`src/rtl/core/gmig_pkg.sv`:
```
// Package for the grid mesh index generator: widths, register indexes,
// walk mode codes, configuration and queue word types. No dependencies.
`timescale 1ns / 1ps

package gmig_pkg;

  // Field widths
  localparam int IDX_W  = 32;
  localparam int DIM_W  = 13;
  localparam int MODE_W = 2;
  localparam int ADDR_W = 3;

  // Default grid dimension limit
  localparam int MAX_GRID_DIM_DEF = 4096;

  // Position queue between front and back
  localparam int QUEUE_DEPTH = 4;
  localparam int QPTR_W      = $clog2(QUEUE_DEPTH);

  // Register indexes on the configuration port
  localparam logic [ADDR_W-1:0] REG_WALK_MODE     = 3'd0;
  localparam logic [ADDR_W-1:0] REG_BASE_OFFSET   = 3'd1;
  localparam logic [ADDR_W-1:0] REG_COL_COUNT     = 3'd2;
  localparam logic [ADDR_W-1:0] REG_ROW_COUNT     = 3'd3;
  localparam logic [ADDR_W-1:0] REG_COLUMN_MAJOR  = 3'd4;
  localparam logic [ADDR_W-1:0] REG_RESTART_VALUE = 3'd5;

  // Walk modes
  localparam logic [MODE_W-1:0] MODE_LINEAR     = 2'd0;
  localparam logic [MODE_W-1:0] MODE_PATCH      = 2'd1;
  localparam logic [MODE_W-1:0] MODE_COL_STRIPS = 2'd2;
  localparam logic [MODE_W-1:0] MODE_ROW_STRIPS = 2'd3;

  // Configuration register set
  typedef struct packed {
    logic [MODE_W-1:0] walk_mode;
    logic [IDX_W-1:0]  base_offset;
    logic [DIM_W-1:0]  col_count;
    logic [DIM_W-1:0]  row_count;
    logic              column_major;
    logic [IDX_W-1:0]  restart_value;
  } cfg_t;

  // One walk position, as queued for the back end.
  // index = base + mul_a * mul_b + addend; in patch mode mul_b is also the stride.
  typedef struct packed {
    logic             patch;
    logic             restart;
    logic             walk_last;
    logic [DIM_W-1:0] mul_a;
    logic [DIM_W-1:0] mul_b;
    logic [DIM_W-1:0] addend;
  } pos_t;

  // Queue status toward the front and back
  typedef struct packed {
    logic full;
    logic empty;
  } q_stat_t;

endpackage

```
`src/rtl/core/gmig_front.sv`:
```
// Front end: accepts ticks, runs the walk counters and classifies each
// position into a queue word. Depends on gmig_pkg.
`timescale 1ns / 1ps

module gmig_front
  import gmig_pkg::*;
#(
  parameter int MAX_GRID_DIM = MAX_GRID_DIM_DEF
) (
  input  logic    clk,
  input  logic    rst_n,
  input  cfg_t    cfg,
  input  logic    in_valid,
  input  logic    in_start_walk,
  input  q_stat_t q_stat,
  output logic    in_stall,
  output logic    push,
  output pos_t    push_word
);

  logic [DIM_W-1:0] outer_r, outer_nxt;
  logic [DIM_W-1:0] inner_r, inner_nxt;
  logic             finished_r, finished_nxt;

  logic [DIM_W-1:0] col_c, row_c, lim_l, lim_m, ol, il;
  logic [DIM_W:0]   inc_i, o_w, i_w;
  logic             advance, act, bad, last, direct;
  logic [DIM_W-1:0] o_n, i_n;

  assign in_stall = q_stat.full;
  assign advance  = in_valid && !in_stall;
  assign act      = advance && (in_start_walk || !finished_r);

  // Clamp oversized dimensions
  always_comb begin
    col_c = (32'(cfg.col_count) > 32'(MAX_GRID_DIM)) ? DIM_W'(MAX_GRID_DIM) : cfg.col_count;
    row_c = (32'(cfg.row_count) > 32'(MAX_GRID_DIM)) ? DIM_W'(MAX_GRID_DIM) : cfg.row_count;
    lim_l = cfg.column_major ? row_c : col_c;
    lim_m = cfg.column_major ? col_c : row_c;
  end

  // Outer and inner limits per mode
  always_comb begin
    unique case (cfg.walk_mode)
      MODE_LINEAR: begin
        ol = row_c;
        il = col_c;
      end
      MODE_PATCH: begin
        ol = (lim_m < DIM_W'(2)) ? '0 : lim_m - DIM_W'(1);
        il = (lim_l < DIM_W'(2)) ? '0 : lim_l - DIM_W'(1);
      end
      MODE_COL_STRIPS: begin
        ol = col_c;
        il = row_c;
      end
      default: begin
        ol = row_c;
        il = col_c;
      end
    endcase
  end

  // Next walk position
  always_comb begin
    inc_i = {1'b0, inner_r} + (DIM_W+1)'(1);
    if (in_start_walk) begin
      o_w = '0;
      i_w = '0;
    end else if (inc_i >= {1'b0, il}) begin
      o_w = {1'b0, outer_r} + (DIM_W+1)'(1);
      i_w = '0;
    end else begin
      o_w = {1'b0, outer_r};
      i_w = inc_i;
    end
    o_n  = o_w[DIM_W-1:0];
    i_n  = i_w[DIM_W-1:0];
    bad  = (ol == '0) || (il == '0) || (o_w >= {1'b0, ol}) || (i_w >= {1'b0, il});
    last = (o_n == ol - DIM_W'(1)) && (i_n == il - DIM_W'(1));
  end

  // Classify the position into a queue word
  always_comb begin
    direct = (cfg.walk_mode == MODE_COL_STRIPS) ? cfg.column_major : !cfg.column_major;
    push_word.patch     = (cfg.walk_mode == MODE_PATCH);
    push_word.walk_last = last;
    push_word.restart   = cfg.walk_mode[1] && (i_n == il - DIM_W'(1));
    push_word.mul_a     = o_n;
    push_word.mul_b     = il;
    push_word.addend    = i_n;
    if (cfg.walk_mode == MODE_PATCH) begin
      // stride is the full storage line length
      push_word.mul_b = il + DIM_W'(1);
    end else if (cfg.walk_mode[1] && !direct) begin
      // transposed strip: outer steps by one, inner by strip count
      push_word.mul_a  = i_n;
      push_word.mul_b  = ol;
      push_word.addend = o_n;
    end
  end

  assign push = act && !bad;

  always_comb begin
    outer_nxt    = outer_r;
    inner_nxt    = inner_r;
    finished_nxt = finished_r;
    if (act) begin
      outer_nxt    = o_n;
      inner_nxt    = i_n;
      finished_nxt = bad || last;
    end
  end

  // Walk state
  always_ff @(posedge clk) begin
    if (!rst_n) begin
      outer_r    <= '0;
      inner_r    <= '0;
      finished_r <= 1'b1;
    end else begin
      outer_r    <= outer_nxt;
      inner_r    <= inner_nxt;
      finished_r <= finished_nxt;
    end
  end

endmodule

```
`src/rtl/core/gmig_queue.sv`:
```
// Short position queue between the front and back ends.
// Depends on gmig_pkg.
`timescale 1ns / 1ps

module gmig_queue
  import gmig_pkg::*;
(
  input  logic    clk,
  input  logic    rst_n,
  input  logic    push,
  input  pos_t    push_word,
  input  logic    pop,
  output pos_t    head_word,
  output q_stat_t q_stat
);

  pos_t               slot_r [QUEUE_DEPTH];
  logic [QPTR_W-1:0]  wr_ptr_r, wr_ptr_nxt;
  logic [QPTR_W-1:0]  rd_ptr_r, rd_ptr_nxt;
  logic [QPTR_W:0]    count_r, count_nxt;
  logic               do_push, do_pop;

  assign q_stat.full  = (count_r == (QPTR_W+1)'(QUEUE_DEPTH));
  assign q_stat.empty = (count_r == '0);
  assign do_push      = push && !q_stat.full;
  assign do_pop       = pop && !q_stat.empty;
  assign head_word    = slot_r[rd_ptr_r];

  // Pointer and count update
  always_comb begin
    wr_ptr_nxt = do_push ? wr_ptr_r + QPTR_W'(1) : wr_ptr_r;
    rd_ptr_nxt = do_pop ? rd_ptr_r + QPTR_W'(1) : rd_ptr_r;
    count_nxt  = count_r;
    if (do_push && !do_pop) begin
      count_nxt = count_r + (QPTR_W+1)'(1);
    end else if (do_pop && !do_push) begin
      count_nxt = count_r - (QPTR_W+1)'(1);
    end
  end

  always_ff @(posedge clk) begin
    if (!rst_n) begin
      wr_ptr_r <= '0;
      rd_ptr_r <= '0;
      count_r  <= '0;
    end else begin
      wr_ptr_r <= wr_ptr_nxt;
      rd_ptr_r <= rd_ptr_nxt;
      count_r  <= count_nxt;
    end
  end

  // Storage, no reset needed
  always_ff @(posedge clk) begin
    if (do_push) begin
      slot_r[wr_ptr_r] <= push_word;
    end
  end

endmodule

```
`src/rtl/core/gmig_back.sv`:
```
// Back end: multiplies out each queued position, adds the base offset and
// emits its indices one word per cycle through an output register while
// out_stall is low. Depends on gmig_pkg.
`timescale 1ns / 1ps

module gmig_back
  import gmig_pkg::*;
(
  input  logic             clk,
  input  logic             rst_n,
  input  cfg_t             cfg,
  input  q_stat_t          q_stat,
  input  pos_t             head_word,
  output logic             pop,
  input  logic             out_stall,
  output logic             out_valid,
  output logic [IDX_W-1:0] out_vertex_index,
  output logic             out_is_restart,
  output logic             out_last_of_tick,
  output logic             out_walk_done
);

  // Multiply stage
  logic               m_valid_r, m_valid_nxt;
  logic [2*DIM_W-1:0] m_prod_r;
  pos_t               m_pos_r;

  // Emit stage
  logic               e_valid_r, e_valid_nxt;
  logic [IDX_W-1:0]   e_idx_r;
  logic [DIM_W-1:0]   e_stride_r;
  logic               e_patch_r, e_restart_r, e_last_r;
  logic [1:0]         e_sub_r, e_sub_nxt;

  // Output register
  logic               o_valid_r, o_valid_nxt;
  logic [IDX_W-1:0]   o_index_r;
  logic               o_restart_r, o_last_tick_r, o_done_r;

  logic               out_load, e_final, e_done, e_free, m_adv, m_free;
  logic [DIM_W:0]     sub_off;
  logic [IDX_W-1:0]   sub_index;
  logic               sub_restart;

  // Handshake between stages
  always_comb begin
    if (e_patch_r) begin
      e_final = (e_sub_r == 2'd3);
    end else if (e_restart_r) begin
      e_final = (e_sub_r == 2'd1);
    end else begin
      e_final = 1'b1;
    end
    out_load = e_valid_r && (!o_valid_r || !out_stall);
    e_done   = out_load && e_final;
    e_free   = !e_valid_r || e_done;
    m_adv    = m_valid_r && e_free;
    m_free   = !m_valid_r || m_adv;
    pop      = m_free && !q_stat.empty;
  end

  // Index of the current sub-word
  always_comb begin
    unique case (e_sub_r)
      2'd0: sub_off = '0;
      2'd1: sub_off = {1'b0, e_stride_r};
      2'd2: sub_off = {1'b0, e_stride_r} + (DIM_W+1)'(1);
      default: sub_off = (DIM_W+1)'(1);
    endcase
    sub_restart = !e_patch_r && (e_sub_r != 2'd0);
    sub_index   = sub_restart ? cfg.restart_value : e_idx_r + IDX_W'(sub_off);
  end

  always_comb begin
    m_valid_nxt = pop ? 1'b1 : (m_adv ? 1'b0 : m_valid_r);
    e_valid_nxt = m_adv ? 1'b1 : (e_done ? 1'b0 : e_valid_r);
    o_valid_nxt = out_load ? 1'b1 : (out_stall ? o_valid_r : 1'b0);
    e_sub_nxt   = e_sub_r;
    if (m_adv) begin
      e_sub_nxt = '0;
    end else if (out_load) begin
      e_sub_nxt = e_sub_r + 2'd1;
    end
  end

  // Control registers
  always_ff @(posedge clk) begin
    if (!rst_n) begin
      m_valid_r <= 1'b0;
      e_valid_r <= 1'b0;
      o_valid_r <= 1'b0;
      e_sub_r   <= '0;
    end else begin
      m_valid_r <= m_valid_nxt;
      e_valid_r <= e_valid_nxt;
      o_valid_r <= o_valid_nxt;
      e_sub_r   <= e_sub_nxt;
    end
  end

  // Multiply stage payload
  always_ff @(posedge clk) begin
    if (pop) begin
      m_prod_r <= head_word.mul_a * head_word.mul_b;
      m_pos_r  <= head_word;
    end
  end

  // Emit stage payload: base + product + addend
  always_ff @(posedge clk) begin
    if (m_adv) begin
      e_idx_r     <= cfg.base_offset + IDX_W'(m_prod_r) + IDX_W'(m_pos_r.addend);
      e_stride_r  <= m_pos_r.mul_b;
      e_patch_r   <= m_pos_r.patch;
      e_restart_r <= m_pos_r.restart;
      e_last_r    <= m_pos_r.walk_last;
    end
  end

  // Output register payload
  always_ff @(posedge clk) begin
    if (out_load) begin
      o_index_r     <= sub_index;
      o_restart_r   <= sub_restart;
      o_last_tick_r <= e_final;
      o_done_r      <= e_final && e_last_r;
    end
  end

  assign out_valid        = o_valid_r;
  assign out_vertex_index = o_index_r;
  assign out_is_restart   = o_restart_r;
  assign out_last_of_tick = o_last_tick_r;
  assign out_walk_done    = o_done_r;

endmodule

```
`src/rtl/core/grid_mesh_index_generator_top.sv`:
```
// Top level of the grid mesh index generator: configuration registers,
// front end, position queue and back end. Depends on gmig_pkg and gmig_*.
//
//   Port group  Direction  Handshake           Word
//   in_*        input      in_valid/in_stall   in_start_walk
//   out_*       output     out_valid/out_stall vertex_index, is_restart,
//                                              last_of_tick, walk_done
//   cfg_*       input      cfg_wr_en           cfg_addr, cfg_wdata
//
// A tick is accepted every cycle while the four-entry position queue has room.
// The back end emits one index per cycle while out_stall is low; a linear or
// inner strip position gives one index, a strip end two (index and restart),
// a patch position four. An accepted tick passes the queue, the multiply
// stage, the emit stage and the output register before out_valid rises.
// Reset is synchronous, active low.
// out_stall holds the output register; the queue absorbs ticks until it fills.
`timescale 1ns / 1ps

module grid_mesh_index_generator_top
  import gmig_pkg::*;
#(
  parameter int MAX_GRID_DIM = MAX_GRID_DIM_DEF
) (
  input  logic              clk,
  input  logic              rst_n,
  input  logic              cfg_wr_en,
  input  logic [ADDR_W-1:0] cfg_addr,
  input  logic [IDX_W-1:0]  cfg_wdata,
  input  logic              in_valid,
  output logic              in_stall,
  input  logic              in_start_walk,
  output logic              out_valid,
  input  logic              out_stall,
  output logic [IDX_W-1:0]  out_vertex_index,
  output logic              out_is_restart,
  output logic              out_last_of_tick,
  output logic              out_walk_done
);

  cfg_t    cfg_r, cfg_nxt;
  q_stat_t q_stat;
  logic    push, pop;
  pos_t    push_word, head_word;

  // Configuration register writes
  always_comb begin
    cfg_nxt = cfg_r;
    if (cfg_wr_en) begin
      unique case (cfg_addr)
        REG_WALK_MODE:     cfg_nxt.walk_mode     = cfg_wdata[MODE_W-1:0];
        REG_BASE_OFFSET:   cfg_nxt.base_offset   = cfg_wdata;
        REG_COL_COUNT:     cfg_nxt.col_count     = cfg_wdata[DIM_W-1:0];
        REG_ROW_COUNT:     cfg_nxt.row_count     = cfg_wdata[DIM_W-1:0];
        REG_COLUMN_MAJOR:  cfg_nxt.column_major  = cfg_wdata[0];
        REG_RESTART_VALUE: cfg_nxt.restart_value = cfg_wdata;
        default: cfg_nxt = cfg_r;
      endcase
    end
  end

  always_ff @(posedge clk) begin
    if (!rst_n) begin
      cfg_r.walk_mode     <= MODE_LINEAR;
      cfg_r.base_offset   <= '0;
      cfg_r.col_count     <= DIM_W'(1);
      cfg_r.row_count     <= DIM_W'(1);
      cfg_r.column_major  <= 1'b0;
      cfg_r.restart_value <= '0;
    end else begin
      cfg_r <= cfg_nxt;
    end
  end

  gmig_front #(
    .MAX_GRID_DIM (MAX_GRID_DIM)
  ) u_front (
    .clk           (clk),
    .rst_n         (rst_n),
    .cfg           (cfg_r),
    .in_valid      (in_valid),
    .in_start_walk (in_start_walk),
    .q_stat        (q_stat),
    .in_stall      (in_stall),
    .push          (push),
    .push_word     (push_word)
  );

  gmig_queue u_queue (
    .clk       (clk),
    .rst_n     (rst_n),
    .push      (push),
    .push_word (push_word),
    .pop       (pop),
    .head_word (head_word),
    .q_stat    (q_stat)
  );

  gmig_back u_back (
    .clk              (clk),
    .rst_n            (rst_n),
    .cfg              (cfg_r),
    .q_stat           (q_stat),
    .head_word        (head_word),
    .pop              (pop),
    .out_stall        (out_stall),
    .out_valid        (out_valid),
    .out_vertex_index (out_vertex_index),
    .out_is_restart   (out_is_restart),
    .out_last_of_tick (out_last_of_tick),
    .out_walk_done    (out_walk_done)
  );

endmodule
```
`config.mk`:
```
export PLATFORM = sky130hd
export DESIGN_NAME = grid_mesh_index_generator_top
export DESIGN_NICKNAME = d
export VERILOG_FILES = /design/src/rtl/core/gmig_pkg.sv /design/src/rtl/core/gmig_front.sv /design/src/rtl/core/gmig_queue.sv /design/src/rtl/core/gmig_back.sv /design/src/rtl/core/grid_mesh_index_generator_top.sv
export SDC_FILE = /design/constraint.sdc
export NUM_CORES = 1
export LEC_CHECK = 0
export ABC_AREA = 1
export BUFFER_PORTS_ARGS = -buffer_cell sky130_fd_sc_hd__buf_2
export CAP_MARGIN = 20
export CELL_PAD_IN_SITES_DETAIL_PLACEMENT = 0
export CELL_PAD_IN_SITES_GLOBAL_PLACEMENT = 1
export CORE_MARGIN = 2
export CORE_UTILIZATION = 35
export DETAILED_ROUTE_END_ITERATION = 7
export PLACE_DENSITY_LB_ADDON = 0.1
export SYNTH_ARGS = -nofsm -noshare
export SYNTH_HDL_FRONTEND = slang
export SYNTH_HIERARCHICAL = 1
export SYNTH_SLANG_ARGS = --single-unit
```
`constraint.sdc`:
```
create_clock -name clk -period 13.8 [get_ports clk]
set_input_delay 1.38 -clock clk [delete_from_list [all_inputs] [get_ports clk]]
set_output_delay 1.38 -clock clk [all_outputs]
set_load 0.01 [all_outputs]
```
==> impl_table.tex, run 1 <==
\begin{tabular}{lr}
\hline
Metric & Value \\
\hline
\multicolumn{2}{l}{\textbf{Critical path}} \\
Max stage delay cell, worst path & nor2\_4 \\
Setup crit end kind & register \\
Stage delay of the slowest cell on the critical path & 600 ps \\
Cells on worst reg2reg path & 41 \\
Worst EP arrival & 8740 ps \\
Startpoint class of the critical path & register \\
Path type of the worst setup path & reg2reg \\
Critical path required time & 14070 ps \\
Highest fanout seen on the critical path & 43 \\
R2r setup slk & 5330 ps \\
Most frequent cell on the critical path & nand2\_1 \\
\multicolumn{2}{l}{\textbf{Clock network}} \\
Clock latency on the worst-skew pair & 610 ps \\
Post\_cts resized & 0 \\
CTS Root Buffer Type & clkbuf\_16 \\
Clk slew on worst S/H paths & 60 ps \\
Number of setup buffers added after CTS & 0 \\
CTS sink count & 440 \\
Post-cts hold buffer count & 0 \\
Max clock buf depth & 3 \\
Clock buffer count from CTS & 50 \\
TritonCTS clock tree & built \\
CTS H-tree depth & 2 \\
\multicolumn{2}{l}{\textbf{Drt}} \\
Via count & 25700 \\
Via density & 4.81 \\
Overall routed net length & 98.8 mm \\
Total DRC errors in the routed layout & 0 \\
Per-cell routed wire length & 18.5 µm \\
Total iterations of the first detailed-routing run & 7 \\
Post-route antenna net violation count & 0 \\
Initial detailed-routing violation count & 1643 \\
\multicolumn{2}{l}{\textbf{Min path}} \\
Path category of the worst min-delay check & reg2reg \\
Number of stages on the worst hold path & 0 \\
\multicolumn{2}{l}{\textbf{GRT}} \\
First-pass GRT wire length & 152 mm \\
GRT Util Overall & 21.1\% \\
Number of antenna violations at the first check in global routing & 2 \\
Maximum number of pins on one net before global-route repair & 85 \\
Number of global-route vias before repair & 25200 \\
Overflow after GRT & 0 \\
\multicolumn{2}{l}{\textbf{Synth}} \\
Flops \& latches, synth & 440 \\
Average instance area after synthesis & 7.81 µm² \\
Number of distinct standard cells referenced by the synthesized netlist & 59 \\
Share of synthesized area occupied by flip-flops and latches & 37.2\% \\
Synthesized instance count & 4090 \\
Total standard cell area after synthesis & 31900 µm² \\
Number of warning messages in the yosys log & 6 \\
Synthesized Nets & 4450 \\
\multicolumn{2}{l}{\textbf{Timing}} \\
Final slew viol count & 0 \\
Transition at the pin with the smallest max-transition slack & 990 ps \\
Total setup violations reported at the end of the flow & 0 \\
Final sum of negative setup slack & 0 ps \\
Maximum frequency from static timing analysis & 0.118 GHz \\
Hold Violations, Final & 0 \\
Relative max-transition margin & 34.0\% \\
Minimum clock period & 8470 ps \\
Ratio of final minimum period to clock period & 61.3\% \\
Setup repair after global routing missed its margin & no \\
Clock Skews & 15.3 ps \\
\multicolumn{2}{l}{\textbf{Finish}} \\
Most frequent standard cell in the layout excluding fill and tap cells & nand2\_1 \\
NumNets Final & 4490 \\
Most used cells in the layout excluding fill and tap cells & nand2\_1, inv\_1, nor2\_1, edfxtp\_1, nand3\_1 \\
Filler cell count & 9464 \\
Area Overhead vs Synth & 10.4\% \\
Fraction of final layout cells sized beyond drive strength 1 & 8.58\% \\
Final design instance area without fill & 35200 µm² \\
\multicolumn{2}{l}{\textbf{Die}} \\
Standard cell core area & 90100 µm² \\
Die footprint & 93600 µm² \\
Row cnt & 110 \\
Total I/O pin count & 78 \\
Effective utilization at floorplan & 35.4\% \\
Height of the die & 306 µm \\
Overall die width & 306 µm \\
\multicolumn{2}{l}{\textbf{Outcome}} \\
Outcome & finished clean \\
\multicolumn{2}{l}{\textbf{Place}} \\
Half-perimeter wire length of the detailed placement result & 76.6 mm \\
GPL Wtd Cong & 0.885 \\
Total cell area at the placement stage & 33500 µm² \\
Number of buffers inserted by port buffering & 77 \\
\multicolumn{2}{l}{\textbf{Flow run}} \\
Number of max-capacitance violations reported & 0 \\
\hline
\end{tabular}
[synth_stat cells, drive strengths merged]
library cell | number | area share (%)
a211oi | 2 | 0.047
o21ai | 238 | 3.8
dfxtp | 134 | 8.4
clkinv | 2 | 0.024
o21bai | 13 | 0.31
o22ai | 44 | 0.86
fa | 137 | 8.6
o221ai | 11 | 0.30
nor4b | 1 | 0.027
or2 | 10 | 0.20
nor2 | 505 | 6.4
a21o | 10 | 0.24
a21boi | 6 | 0.14
and3 | 2 | 0.039
a31oi | 2 | 0.039
o21a | 9 | 0.21
clkbuf | 64 | 0.78
nor3b | 1 | 0.039
ha | 182 | 7.1
nand3b | 5 | 0.12
inv | 624 | 7.3
nor3 | 27 | 0.50
edfxtp | 306 | 29
nor4 | 4 | 0.078
o311ai | 1 | 0.027
o211ai | 10 | 0.25
nand2 | 1127 | 14
xor2 | 58 | 1.6
a22oi | 2 | 0.047
buf | 70 | 1.6
nand2b | 1 | 0.020
and2 | 5 | 0.10
nand3 | 295 | 4.8
nand4 | 32 | 0.65
a21oi | 135 | 2.2
xnor2 | 15 | 0.41
[metrics by stage]
| step | cells | worst slack (ps) | hold WS, ps | util [%] |
|---|---|---|---|---|
| 6_report | 5348 | 5330 | 417 | 39.1 |
| 4_1_cts | 5346 | 5170 | 418 | 39.1 |
| 5_1_grt | 5347 | 4320 | 422 | 39.1 |
| 3_3_place_gp | 5251 | 5410 | 400 | 37.1 |
| 3_5_place_dp | 5253 | 5200 | 405 | 37.1 |
| 2_1_floorplan | 4090 | 6360 | 400 | - |
[cell families (layout without fill, tap and decap cells)]
family	Yosys count	in the layout	share of synthesized area, %
DFF	440	440	37.2
AOI/OAI and AO/OA	483	483	8.40
xor gates and xnor gates	73	73	2.03
other	0	1	0
adders and majority gates	319	319	15.7
buffers and inverters	760	841	9.76
and+or+nand+nor	2015	2015	26.9
[final cells by class]
class                      count  area (µm²)  share of cell area, %
tap                         1176        1470                   4.18
sequential                   440       11900                   33.7
clock buffer                  57        1290                   3.65
timing repair buffer         122         758                   2.15
antenna                        1        2.50                0.00710
clock inverter                36         462                   1.31
multi-input combinational   2890       17000                   48.3
inverter                     626        2350                   6.67
[worst paths after layout]
check / from / endpoint
min: u_back/m_pos_r[24] / u_back/e_stride_r[11]
max reg2reg: cfg_r[32] / u_queue/slot_r[2][4]
min reg2reg: u_back/m_pos_r[24] / u_back/e_stride_r[11]
max: cfg_r[32] / u_queue/slot_r[2][4]
[metal layers]
metal	up-vias	wire (µm)	global-route usage, %
li1	13200	-	-
met1	12000	46200	28.9
met2	441	45300	34.5
met3	121	3630	2.47
met4	0	3710	7.70
met5	-	0	0
[critical path: cells and delay by family, from the launching register on]
family                     cells  cell delay (ps)
adders and majority gates      2              560
buffers and inverters          7             1720
DFF                            1              300
AOI/OAI and AO/OA             11             1610
and+or+nand+nor               21             3870
[registers in the layout, indices dropped and copies added (netlist names), 3 cells and up, named ones only]
| signal | cells |
|---|---|
| cfg_r | 93 |
| u_back/e_idx_r | 32 |
| u_back/e_stride_r | 13 |
| u_back/m_pos_r | 29 |
| u_back/m_prod_r | 26 |
| u_back/out_vertex_index | 32 |
| u_front/inner_r | 13 |
| u_front/outer_r | 13 |
| u_queue/count_r | 3 |
| u_queue/slot_r | 168 |
Power of run 1 is left out: the tool's default activity adds up to more than one toggle a clock period on the data nets, which glitch-free logic cannot reach.
==> inputs of run 2 (changes only) <==
- ABC_AREA: 1 -> 0
- clock period: 13.8 -> 7.8 ns (I/O delays scaled with it)
==> impl_table.tex, run 2 <==
\begin{tabular}{lr}
\hline
Metric & Value \\
\hline
\multicolumn{2}{l}{\textbf{Critical path}} \\
Max stage delay cell, worst path & nor4\_1 \\
Setup crit end kind & register \\
Levels on crit path & 27 \\
Startpoint class of the critical path & register \\
Worst EP arrival & 7880 ps \\
Most frequent cell on the critical path & ha\_1 \\
Path type of the worst setup path & reg2reg \\
Family with the most delay on the worst path & compound AO/OA/AOI/OAI gates \\
Highest fanout seen on the critical path & 15 \\
Cells on worst reg2reg path & 27 \\
Stage delay of the slowest cell on the critical path & 710 ps \\
Critical path required time & 8330 ps \\
Crit path buffers/inverters & 2 \\
\multicolumn{2}{l}{\textbf{Synth}} \\
Number of distinct standard cells referenced by the synthesized netlist & 113 \\
Number of warning messages in the yosys log & 6 \\
Most frequent cell after synthesis & nand2\_1 \\
Top cell type's share of synthesized area & 30.5\% \\
Share of synthesized area occupied by flip-flops and latches & 39.3\% \\
Synthesized Nets & 3252 \\
Count of flip-flops with a built-in enable after synthesis & 306 \\
Average instance area after synthesis & 10.4 µm² \\
Top post-synthesis cells by count & nand2\_1, edfxtp\_1, inv\_1 \\
Synthesized instance count & 2892 \\
Async SR Flop Fraction & 0\% \\
Top cells by area, synth & edfxtp\_1, fa\_1, dfxtp\_1, ha\_1, nand2\_1 \\
Leading register cell type out of synthesis & edfxtp\_1 \\
Flops \& latches, synth & 440 \\
Post-synth top area cell & edfxtp\_1 \\
Total standard cell area after synthesis & 30200 µm² \\
\multicolumn{2}{l}{\textbf{Finish}} \\
Final design instance area without fill & 33800 µm² \\
Filler cell count & 8427 \\
Area Overhead vs Synth & 11.9\% \\
Most used cells in the layout excluding fill and tap cells & nand2\_1, edfxtp\_1, inv\_1, ha\_1, fa\_1 \\
Biggest registers after layout & u\_queue/slot\_r: 168 flops, cfg\_r: 93 flops \\
Largest reg by FF count & u\_queue/slot\_r \\
NumNets Final & 3335 \\
Most frequent standard cell in the layout excluding fill and tap cells & nand2\_1 \\
Fraction of final layout cells sized beyond drive strength 1 & 12.0\% \\
Core Util, Final & 39.6\% \\
Final standard cell count with taps included and fillers excluded & 4160 \\
Flip-flop count of the largest register after layout & 168 \\
\multicolumn{2}{l}{\textbf{Timing}} \\
Relative max-transition margin & 34.7\% \\
Transition at the pin with the smallest max-transition slack & 969 ps \\
Final slew viol count & 0 \\
Setup repair after global routing missed its margin & no \\
Ratio of final minimum period to clock period & 94.2\% \\
Total setup violations reported at the end of the flow & 0 \\
Clock Skews & 33.2 ps \\
Hold Violations, Final & 0 \\
Final sum of negative setup slack & 0 ps \\
Maximum frequency from static timing analysis & 0.136 GHz \\
Minimum clock period & 7350 ps \\
\multicolumn{2}{l}{\textbf{Clock network}} \\
CTS sink count & 440 \\
Clk slew on worst S/H paths & 60 ps \\
Max clock buf depth & 3 \\
CTS Root Buffer Type & clkbuf\_16 \\
Clock buffer count from CTS & 50 \\
CTS H-tree depth & 2 \\
TritonCTS clock tree & built \\
Clock latency on the worst-skew pair & 600 ps \\
\multicolumn{2}{l}{\textbf{Die}} \\
Effective utilization at floorplan & 35.4\% \\
Standard cell core area & 85300 µm² \\
Total I/O pin count & 78 \\
Height of the die & 298 µm \\
Die footprint & 88600 µm² \\
Row cnt & 107 \\
Overall die width & 298 µm \\
\multicolumn{2}{l}{\textbf{Place}} \\
Inst Count DP & 4063 \\
Half-perimeter wire length of the detailed placement result & 70.6 mm \\
Total cell area at the placement stage & 32000 µm² \\
GPL Wtd Cong & 0.879 \\
Number of buffers inserted by port buffering & 77 \\
\multicolumn{2}{l}{\textbf{Drt}} \\
Overall routed net length & 91.0 mm \\
Via density & 5.23 \\
Post-route antenna net violation count & 0 \\
Total DRC errors in the routed layout & 0 \\
Total iterations of the first detailed-routing run & 5 \\
Via count & 21700 \\
Initial detailed-routing violation count & 1341 \\
Per-cell routed wire length & 21.9 µm \\
\multicolumn{2}{l}{\textbf{Min path}} \\
Path category of the worst min-delay check & reg2reg \\
Number of stages on the worst hold path & 0 \\
\multicolumn{2}{l}{\textbf{Outcome}} \\
Outcome & finished clean \\
\multicolumn{2}{l}{\textbf{GRT}} \\
Maximum number of pins on one net before global-route repair & 92 \\
Number of global-route vias before repair & 22200 \\
First-pass GRT wire length & 137 mm \\
Overflow after GRT & 0 \\
GRT Util Overall & 20.3\% \\
Number of antenna violations at the first check in global routing & 1 \\
\multicolumn{2}{l}{\textbf{Flow run}} \\
Number of max-capacitance violations reported & 0 \\
\hline
\end{tabular}
## run 2: cell types whose count changed after synthesis, moves of 44 or more
cell / delta
o21ai_0: -70
xnor2_1: +77
nor2_1: -362
inv_1: -388
nor2b_1: +44
nand2_1: -646
mux2i_1: +117
and2_1: +115
nand3_1: -235
nand2_2: -47
## run 2: final timing paths
check,from,slack [ps],end
worst min-delay path,u_back/m_pos_r[14],410,u_back/e_stride_r[1]
worst max-delay path,cfg_r[36],450,u_queue/count_r[2]
worst min register to register,u_back/m_pos_r[14],410,u_back/e_stride_r[1]
worst max register to register,cfg_r[36],450,u_queue/count_r[2]
## run 2: cell families (layout without fill, tap and decap cells)
family | Yosys count | after routing | share of synthesized area (%)
AOI/OAI and AO/OA | 512 | 512 | 11.6
DFF | 440 | 440 | 39.3
buffers and inverters | 360 | 483 | 5.17
and+or+nand+nor | 956 | 956 | 15.8
xor gates and xnor gates | 134 | 134 | 3.99
other | 0 | 1 | 0
muxes | 171 | 171 | 7.50
adders and majority gates | 319 | 319 | 16.6
## run 2: through the flow
step | worst slack, ps | hold WS (ps)
floorplan | 98.5 | 400
global route | 4.84 | 426
global placement | 45.9 | 405
CTS | 27.1 | 416
detailed placement | 93.5 | 405
finish | 449 | 413
## run 2: timing repair
item / in CTS / in global routing
buffers inserted: 0 / 3
hold buffers: 0 / 0
gates resized for setup: 0 / 12
setup endpoints to repair: 0 / 55
## run 2: final cells by class
| class | count | area, µm² | area share (%) |
|---|---|---|---|
| multi-input combinational | 2092 | 16800 | 49.8 |
| sequential | 440 | 11900 | 35.2 |
| tap | 1144 | 1430 | 4.24 |
| clock buffer | 63 | 1380 | 4.09 |
| timing repair buffer | 166 | 1090 | 3.23 |
| inverter | 225 | 845 | 2.50 |
| clock inverter | 29 | 317 | 0.937 |
| antenna | 1 | 2.50 | 0.00741 |
## run 2: worst register-to-register path: cells and delay by family (launching register included)
kind / cells / cell delay [ps]
AO/OA/AOI/OAI: 13 / 2970
AND/OR/NAND/NOR: 7 / 2300
adder cells (fa/ha/maj): 4 / 1230
flip-flops: 1 / 340
buffers and inverters: 2 / 270
XOR/XNOR: 1 / 180
## run 2: routing by layer
layer,GRT usage (%),vias up,wire length [µm]
li1,-,10400,-
met1,26.3,10800,40100
met2,34.8,451,44200
met3,2.99,128,3690
met4,6.48,0,2950
met5,0,-,0
Power of run 2 is left out for the same reason.
